File: src/design/lcdns_pkg.sv
// Shared types, codes and tables for the character LCD nibble sequencer.
`default_nettype none

package lcdns_pkg;

	localparam logic [1:0] ACT_INIT = 2'd0;
	localparam logic [1:0] ACT_CMD  = 2'd1;
	localparam logic [1:0] ACT_DATA = 2'd2;
	localparam logic [1:0] ACT_HEX  = 2'd3;

	localparam logic [1:0] REG_PULSE_WIDTH = 2'd0;
	localparam logic [1:0] REG_WAKE_SETUP  = 2'd1;
	localparam logic [1:0] REG_SHORT_WAIT  = 2'd2;
	localparam logic [1:0] REG_LONG_WAIT   = 2'd3;

	localparam logic [7:0] RST_PULSE_WIDTH = 8'd1;
	localparam logic [7:0] RST_WAKE_SETUP  = 8'd10;
	localparam logic [7:0] RST_SHORT_WAIT  = 8'd1;
	localparam logic [7:0] RST_LONG_WAIT   = 8'd3;

	localparam logic [3:0] WAKE_NIBBLE    = 4'h3;
	localparam logic [3:0] BUS4_NIBBLE    = 4'h2;
	localparam logic [3:0] WAKE_STROBES   = 4'd4;
	localparam logic [7:0] SLOW_CMD_LIMIT = 8'd4;
	localparam logic [7:0] ASCII_DIGIT    = 8'd48;
	localparam logic [7:0] ASCII_ALPHA    = 8'd55;
	localparam logic [3:0] DEC_DIGITS     = 4'd10;

	localparam logic [3:0] LAST_IDX_INIT = 4'd11;
	localparam logic [3:0] LAST_IDX_BYTE = 4'd1;
	localparam logic [3:0] LAST_IDX_HEX  = 4'd7;

	typedef enum logic [1:0] {
		KIND_INIT,
		KIND_CMD,
		KIND_DATA,
		KIND_HEX
	} kind_t;

	typedef struct packed {
		logic [1:0]  action;
		logic [15:0] value;
	} req_t;

	typedef struct packed {
		logic [3:0] data_nibble;
		logic       register_select;
		logic [7:0] setup_ms;
		logic [7:0] pulse_ms;
		logic [7:0] wait_after_ms;
		logic       last;
	} strobe_t;

	typedef struct packed {
		logic [7:0] pulse_width_ms;
		logic [7:0] wake_setup_ms;
		logic [7:0] short_wait_ms;
		logic [7:0] long_wait_ms;
	} cfg_t;

	typedef struct packed {
		kind_t       kind;
		logic [15:0] value;
		logic [3:0]  last_idx;
	} entry_t;

	function automatic logic [7:0] init_cmd(input logic [1:0] sel);
		logic [7:0] c;
		unique case (sel)
			2'd0: c = 8'h28;
			2'd1: c = 8'h10;
			2'd2: c = 8'h0F;
			default: c = 8'h06;
		endcase
		return c;
	endfunction

	function automatic logic [7:0] hex_ascii(input logic [3:0] d);
		logic [7:0] r;
		if (d < DEC_DIGITS)
			r = {4'h0, d} + ASCII_DIGIT;
		else
			r = {4'h0, d} + ASCII_ALPHA;
		return r;
	endfunction

endpackage

`default_nettype wire

File: src/design/lcdns_front.sv
// Request intake: classifies each request and queues it for the strobe sequencer.
`default_nettype none

module lcdns_front (
	input  wire logic            clk,
	input  wire logic            arst_n,
	input  wire logic            in_valid,
	output logic                 in_ready,
	input  wire lcdns_pkg::req_t in_req,
	input  wire logic            pop,
	output logic                 head_valid,
	output lcdns_pkg::entry_t    head
);

	lcdns_pkg::entry_t entry_d;
	lcdns_pkg::entry_t entries_q [2];
	logic              wr_ptr_q;
	logic              rd_ptr_q;
	logic [1:0]        count_q;
	logic              push;

	always_comb begin
		entry_d.value    = in_req.value;
		entry_d.kind     = lcdns_pkg::KIND_HEX;
		entry_d.last_idx = lcdns_pkg::LAST_IDX_HEX;
		unique case (in_req.action)
			lcdns_pkg::ACT_INIT: begin
				entry_d.kind     = lcdns_pkg::KIND_INIT;
				entry_d.last_idx = lcdns_pkg::LAST_IDX_INIT;
			end
			lcdns_pkg::ACT_CMD: begin
				entry_d.kind     = lcdns_pkg::KIND_CMD;
				entry_d.value    = {8'h00, in_req.value[7:0]};
				entry_d.last_idx = lcdns_pkg::LAST_IDX_BYTE;
			end
			lcdns_pkg::ACT_DATA: begin
				entry_d.kind     = lcdns_pkg::KIND_DATA;
				entry_d.value    = {8'h00, in_req.value[7:0]};
				entry_d.last_idx = lcdns_pkg::LAST_IDX_BYTE;
			end
			default: begin
				entry_d.kind     = lcdns_pkg::KIND_HEX;
				entry_d.last_idx = lcdns_pkg::LAST_IDX_HEX;
			end
		endcase
	end

	assign in_ready   = (count_q != 2'd2);
	assign push       = in_valid && in_ready;
	assign head_valid = (count_q != 2'd0);
	assign head       = entries_q[rd_ptr_q];

	always_ff @(posedge clk) begin
		if (push)
			entries_q[wr_ptr_q] <= entry_d;
	end

	always_ff @(posedge clk or negedge arst_n) begin
		if (!arst_n) begin
			wr_ptr_q <= 1'b0;
			rd_ptr_q <= 1'b0;
			count_q  <= 2'd0;
		end else begin
			if (push)
				wr_ptr_q <= ~wr_ptr_q;
			if (pop)
				rd_ptr_q <= ~rd_ptr_q;
			case ({push, pop})
				2'b10:   count_q <= count_q + 2'd1;
				2'b01:   count_q <= count_q - 2'd1;
				default: count_q <= count_q;
			endcase
		end
	end

	a_pop_nonempty: assert property (@(posedge clk) disable iff (!arst_n)
		pop |-> head_valid)
		else $error("queue popped while empty");

	a_count_bound: assert property (@(posedge clk) disable iff (!arst_n)
		count_q != 2'd3)
		else $error("queue count out of range");

	a_ptr_track: assert property (@(posedge clk) disable iff (!arst_n)
		(count_q == 2'd0 || count_q == 2'd2) |-> (wr_ptr_q == rd_ptr_q))
		else $error("queue pointers disagree with count");

endmodule

`default_nettype wire

File: src/design/lcdns_back.sv
// Strobe sequencer: steps through a queued request and emits one strobe per cycle while the output is not stalled.
`default_nettype none

module lcdns_back (
	input  wire logic              clk,
	input  wire logic              arst_n,
	input  wire lcdns_pkg::cfg_t   cfg,
	input  wire logic              head_valid,
	input  wire lcdns_pkg::entry_t head,
	output logic                   pop,
	output logic                   out_valid,
	input  wire logic              out_ready,
	output lcdns_pkg::strobe_t     out_res
);

	logic [3:0]         idx_q;
	logic               out_valid_q;
	lcdns_pkg::strobe_t out_q;
	lcdns_pkg::strobe_t strobe;
	logic               advance;
	logic [3:0]         rel_idx;
	logic [7:0]         cmd_byte;
	logic [3:0]         digit;
	logic [7:0]         ascii;

	always_comb begin
		rel_idx  = idx_q - lcdns_pkg::WAKE_STROBES;
		cmd_byte = head.value[7:0];
		digit    = head.value[15:12];
		case (idx_q[2:1])
			2'd0:    digit = head.value[15:12];
			2'd1:    digit = head.value[11:8];
			2'd2:    digit = head.value[7:4];
			default: digit = head.value[3:0];
		endcase
		ascii = lcdns_pkg::hex_ascii(digit);

		strobe.pulse_ms        = cfg.pulse_width_ms;
		strobe.last            = (idx_q == head.last_idx);
		strobe.register_select = 1'b0;
		strobe.setup_ms        = 8'd0;
		strobe.wait_after_ms   = 8'd0;
		strobe.data_nibble     = 4'h0;

		unique case (head.kind)
			lcdns_pkg::KIND_INIT: begin
				if (idx_q < lcdns_pkg::WAKE_STROBES) begin
					if (idx_q == lcdns_pkg::WAKE_STROBES - 4'd1) begin
						strobe.data_nibble = lcdns_pkg::BUS4_NIBBLE;
						strobe.setup_ms    = cfg.wake_setup_ms;
					end else begin
						strobe.data_nibble   = lcdns_pkg::WAKE_NIBBLE;
						strobe.wait_after_ms = cfg.short_wait_ms;
						if (idx_q == 4'd0)
							strobe.setup_ms = cfg.wake_setup_ms;
					end
				end else begin
					cmd_byte = lcdns_pkg::init_cmd(rel_idx[2:1]);
					strobe.data_nibble = idx_q[0] ? cmd_byte[3:0] : cmd_byte[7:4];
					if (idx_q[0])
						strobe.wait_after_ms = (cmd_byte < lcdns_pkg::SLOW_CMD_LIMIT) ?
							cfg.long_wait_ms : cfg.short_wait_ms;
				end
			end
			lcdns_pkg::KIND_CMD: begin
				strobe.data_nibble = idx_q[0] ? cmd_byte[3:0] : cmd_byte[7:4];
				if (idx_q[0])
					strobe.wait_after_ms = (cmd_byte < lcdns_pkg::SLOW_CMD_LIMIT) ?
						cfg.long_wait_ms : cfg.short_wait_ms;
			end
			lcdns_pkg::KIND_DATA: begin
				strobe.register_select = 1'b1;
				strobe.data_nibble     = idx_q[0] ? cmd_byte[3:0] : cmd_byte[7:4];
			end
			default: begin
				strobe.register_select = 1'b1;
				strobe.data_nibble     = idx_q[0] ? ascii[3:0] : ascii[7:4];
			end
		endcase
	end

	assign advance   = head_valid && (!out_valid_q || out_ready);
	assign pop       = advance && strobe.last;
	assign out_valid = out_valid_q;
	assign out_res   = out_q;

	always_ff @(posedge clk) begin
		if (advance)
			out_q <= strobe;
	end

	always_ff @(posedge clk or negedge arst_n) begin
		if (!arst_n) begin
			idx_q       <= 4'd0;
			out_valid_q <= 1'b0;
		end else begin
			if (advance) begin
				out_valid_q <= 1'b1;
				idx_q       <= strobe.last ? 4'd0 : idx_q + 4'd1;
			end else if (out_ready) begin
				out_valid_q <= 1'b0;
			end
		end
	end

	a_idx_bound: assert property (@(posedge clk) disable iff (!arst_n)
		head_valid |-> (idx_q <= head.last_idx))
		else $error("strobe index ran past end of request");

	a_idle_idx: assert property (@(posedge clk) disable iff (!arst_n)
		!head_valid |-> (idx_q == 4'd0))
		else $error("strobe index not cleared between requests");

	a_last_wraps: assert property (@(posedge clk) disable iff (!arst_n)
		(advance && strobe.last) |=> (idx_q == 4'd0 && out_valid_q && out_q.last))
		else $error("final strobe did not close the request");

endmodule

`default_nettype wire

File: src/design/char_lcd_nibble_sequencer.sv
// Top level of the 4-bit character LCD nibble sequencer.
`default_nettype none

// Each request (init, command byte, data byte, or hex of a 16-bit value) is
// expanded into enable strobes for a 4-bit character LCD bus, one strobe per
// result, carrying nibble, register select and the setup, pulse and after
// waits in milliseconds. The strobe sequencer emits one strobe per clock
// while the output is not stalled; a request has 2 strobes for command and
// data, 8 for hex, 12 for init. A two-entry request queue in front lets new
// requests be taken while the sequencer works and the output register holds a
// strobe that has not been taken yet; an accepted request is first written
// into the queue and its first strobe is then registered in the output
// register. Timing registers are written through the cfg channel, which is
// always ready, and must only change while no request is in flight.

module char_lcd_nibble_sequencer (
	input  wire logic               clk,
	input  wire logic               arst_n,
	input  wire logic               in_valid,
	output logic                    in_ready,
	input  wire lcdns_pkg::req_t    in_req,
	output logic                    out_valid,
	input  wire logic               out_ready,
	output lcdns_pkg::strobe_t      out_res,
	input  wire logic               cfg_valid,
	output logic                    cfg_ready,
	input  wire logic [1:0]         cfg_index,
	input  wire logic [7:0]         cfg_data
);

	lcdns_pkg::cfg_t   cfg_q;
	lcdns_pkg::entry_t head;
	logic              head_valid;
	logic              pop;

	assign cfg_ready = 1'b1;

	always_ff @(posedge clk or negedge arst_n) begin
		if (!arst_n) begin
			cfg_q.pulse_width_ms <= lcdns_pkg::RST_PULSE_WIDTH;
			cfg_q.wake_setup_ms  <= lcdns_pkg::RST_WAKE_SETUP;
			cfg_q.short_wait_ms  <= lcdns_pkg::RST_SHORT_WAIT;
			cfg_q.long_wait_ms   <= lcdns_pkg::RST_LONG_WAIT;
		end else if (cfg_valid && cfg_ready) begin
			unique case (cfg_index)
				lcdns_pkg::REG_PULSE_WIDTH: cfg_q.pulse_width_ms <= cfg_data;
				lcdns_pkg::REG_WAKE_SETUP:  cfg_q.wake_setup_ms  <= cfg_data;
				lcdns_pkg::REG_SHORT_WAIT:  cfg_q.short_wait_ms  <= cfg_data;
				default:                    cfg_q.long_wait_ms   <= cfg_data;
			endcase
		end
	end

	lcdns_front u_front (
		.clk        (clk),
		.arst_n     (arst_n),
		.in_valid   (in_valid),
		.in_ready   (in_ready),
		.in_req     (in_req),
		.pop        (pop),
		.head_valid (head_valid),
		.head       (head)
	);

	lcdns_back u_back (
		.clk        (clk),
		.arst_n     (arst_n),
		.cfg        (cfg_q),
		.head_valid (head_valid),
		.head       (head),
		.pop        (pop),
		.out_valid  (out_valid),
		.out_ready  (out_ready),
		.out_res    (out_res)
	);

endmodule

`default_nettype wire

File: config.mk
export PLATFORM = sky130hd
export DESIGN_NAME = char_lcd_nibble_sequencer
export DESIGN_NICKNAME = d
export VERILOG_FILES = /design/src/design/lcdns_pkg.sv /design/src/design/lcdns_front.sv /design/src/design/lcdns_back.sv /design/src/design/char_lcd_nibble_sequencer.sv
export SDC_FILE = /design/constraint.sdc
export NUM_CORES = 1
export LEC_CHECK = 0
export ABC_AREA = 1
export BUFFER_PORTS_ARGS = -buffer_cell sky130_fd_sc_hd__buf_2
export CORE_ASPECT_RATIO = 1.5
export CORE_MARGIN = 1
export CORE_UTILIZATION = 57
export DETAILED_ROUTE_END_ITERATION = 6
export PLACE_DENSITY = 0.89
export SETUP_SLACK_MARGIN = 0.1
export SYNTH_ARGS = -nofsm -noshare
export SYNTH_HDL_FRONTEND = slang
export SYNTH_SLANG_ARGS = --single-unit
File: constraint.sdc
create_clock -name clk -period 4.7 [get_ports clk]
set_input_delay 0.47 -clock clk [delete_from_list [all_inputs] [get_ports clk]]
set_output_delay 0.47 -clock clk [all_outputs]
set_load 0.02 [all_outputs]
==> out/results.ini <==
[synthesis]
synth_top_cell_by_area=edfxtp_1
ys_ff_latch=113
synth_area_leaders=edfxtp_1 (43%), dfrtp_1 (18%), nand2_1 (8.6%)
synthCells=488
yosysTopAreaCellShare_pct=43.47
ys_seq_area_share_pct=64.25
synth_warnings=0
synth-edff-count=72
syn-cell-area_sq_mm=0.004974
ys_types=33
synth_top_cells_by_count=nand2_1 (114), edfxtp_1 (72), inv_1 (69), o21ai_0 (53), nor2_1 (41)
synth-main-ff-cell=edfxtp_1
async_reset_ff_share_pct=36.28
syn_nets=532
yosysMostFrequentCell=nand2_1
avgSynthCellArea_sq_um=10.19

[cts]
cts_sinks=113
cts_setup_buffers=0
clock-root-buffer=clkbuf_16
numCtsBuffers=17
cts_buffer_depth=2
postCtsResizedCells=0
clkTransAtPathRegs_ps=50
cts_tree=built
clk_latency_ps=410
cts_hold_buf=0
htree_levels=4

[setup_path]
worstPathMaxFanout=23
start_kind=register
cp_slowest_cell=dfrtp_1
crit_chain=inv_2, or2_2, o21ai_0, ha_1, nand2_1, a21oi_1, inv_1, o21ai_0
cp.arrival_ps=3210
cp-end-kind=register
critPathRequiredTime_ps=4940
max_stage_delay_ps=770
crit_type=register to register
cpMostUsedCell=o21ai_0
crit_family=flip-flops
path_buf_inv=2

[floorplan]
ios=66
dieArea_sq_mm=0.009111
fp.dieH_um=116.4
start_util_pct=59.12
row_count=41
core_area_sq_mm=0.008413
die_w_um=78.27

[layout]
num-nets-final=604
fillers=585
fin_cells=680
drive_gt1_share_pct=19.90
multi_input_area_sq_mm=0.001456
ff_latch_area_sq_mm=0.003196
postLayoutCoreUtil_pct=71.49
antennaDiodeCount=0
area_growth_pct=20.93

[detailed_routing]
wl_met1_um=3766
dr.pass1.iters=5
routed_via_density=5.481
routed_wl_um=10800
num_vias=3727
ant_nets=0
wl_met2_um=6001
highest_layer=met4
wl_per_cell_um=15.88
drcViolationCount=0
drt-initial-drc-count=269
routed-wl-met3_um=540

[timing]
fin_crit_ps=2966
clock.fmax_mhz=337.2
worstMarginPinSlew_ps=1193
hold_violations=0
clock_skew_ps=7.612
finalSetupViolCount=0
relSlewSlack_pct=20.26
hold_ws_ps=198.5
finalSetupTns_ps=0
slew_violations=0
grt_setup_unrepaired=false
min_period_over_period_pct=63.10

[place]
place_congestion=0.8862
dp_hpwl_um=7322
io_buffer_count=64
dp.cells=648

[grt]
overflow=0
grt_usage_pct=25.99
grt_pass1_vias=3708
grt_max_degree=42
antenna_found_initial=0
grt_pass1_wl_um=17180

[pwr]
powerDensity_mw_per_mm2=720.2
irDropWorstVdd_v=0.0004288
p_leak_nw=2.780

[worst_hold_path]
hp-class=primary input to asynchronous set/reset pin

[run]
drv_cap=0

[run_status]
status=completed

layout make-up:
cell class | instances | area share (%)
clock buffers | 22 | 7.718
repair buffers | 66 | 5.575
multi-input cells | 290 | 24.21
clock inverters | 10 | 2.642
flip-flops and latches | 113 | 53.13
inverters | 72 | 4.493
well taps | 107 | 2.226
worst paths after layout:
path | start | endpoint | slack (ps) | cells past startpoint
worst max-delay path | u_front.rd_ptr_q | u_back.out_res[6] | 1730 | 8
min in group clk | in_req[7] | u_front.entries_q[1][11] | 250 | 1
worst max register to register | u_front.rd_ptr_q | u_back.out_res[6] | 1730 | 8
worst min register to register | cfg_q[27] | u_back.out_res[12] | 450 | 0
worst min-delay path | arst_n | cfg_q[20] | 200 | 1
max in group asynchronous | arst_n | u_back.out_valid | 3920 | 1
per-layer routing:
metal | global-route usage [%] | vias up
met1 | 24.06 | 1755
met2 | 49.12 | 183
met4 | 16.30 | 0
li1 | - | 1745
met5 | 0 | -
met3 | 7.734 | 44
per-stage QoR:
stage / cell area (sq um) / worst slack [ps] / total power, mW
4_1_cts: 6015 / 1790 / 4.325
6_report: 6015 / 1734 / 4.332
3_5_place_dp: 5391 / 1842 / 2.970
3_3_place_gp: 5391 / 2126 / 2.882
5_1_grt: 6015 / 1559 / 4.547
2_1_floorplan: 4974 / 1331 / 2.575
report_power, final:
part	internal, mW	switching, mW
registers	1.44	0.161
clock network	0.910	0.427
logic	0.429	0.969
state kept, by name, summed over array words and instances (netlist names):
| name | cells |
|---|---|
| cfg_q | 32 |
| u_back.idx_q | 4 |
| u_back.out_res | 30 |
| u_back.out_valid | 1 |
| u_front.count_q | 2 |
| u_front.entries_q | 42 |
| u_front.rd_ptr_q | 1 |
| u_front.wr_ptr_q | 1 |
cells in the final DEF, fill, tap and decap left out, drive strengths merged:
master	n
nand3	18
mux2i	1
a211oi	1
conb	1
xnor2	1
clkinvlp	4
nand4	4
edfxtp	72
o21ai	55
clkinv	3
inv	71
o211ai	4
o21a	2
xor2	7
a31oi	1
nand2	117
nor2	42
clkbuf	22
nor4	2
dfstp	6
nor3	1
o22ai	3
ha	11
buf	66
or2	5
a21oi	10
bufinv	4
dfrtp	35
a22oi	4
cell families (layout without fill, tap and decap cells):
family	Yosys count	in the layout	share of synthesized area (%)
DFF	113	113	64.25
xor gates and xnor gates	8	8	1.409
muxes	1	1	0.2013
adders and majority gates	11	11	2.767
and+or+nand+nor	189	189	15.90
buffers and inverters	85	170	6.692
other	1	1	0.07540
AOI/OAI and AO/OA	80	80	8.704
Power figures use the tool's default switching activity.
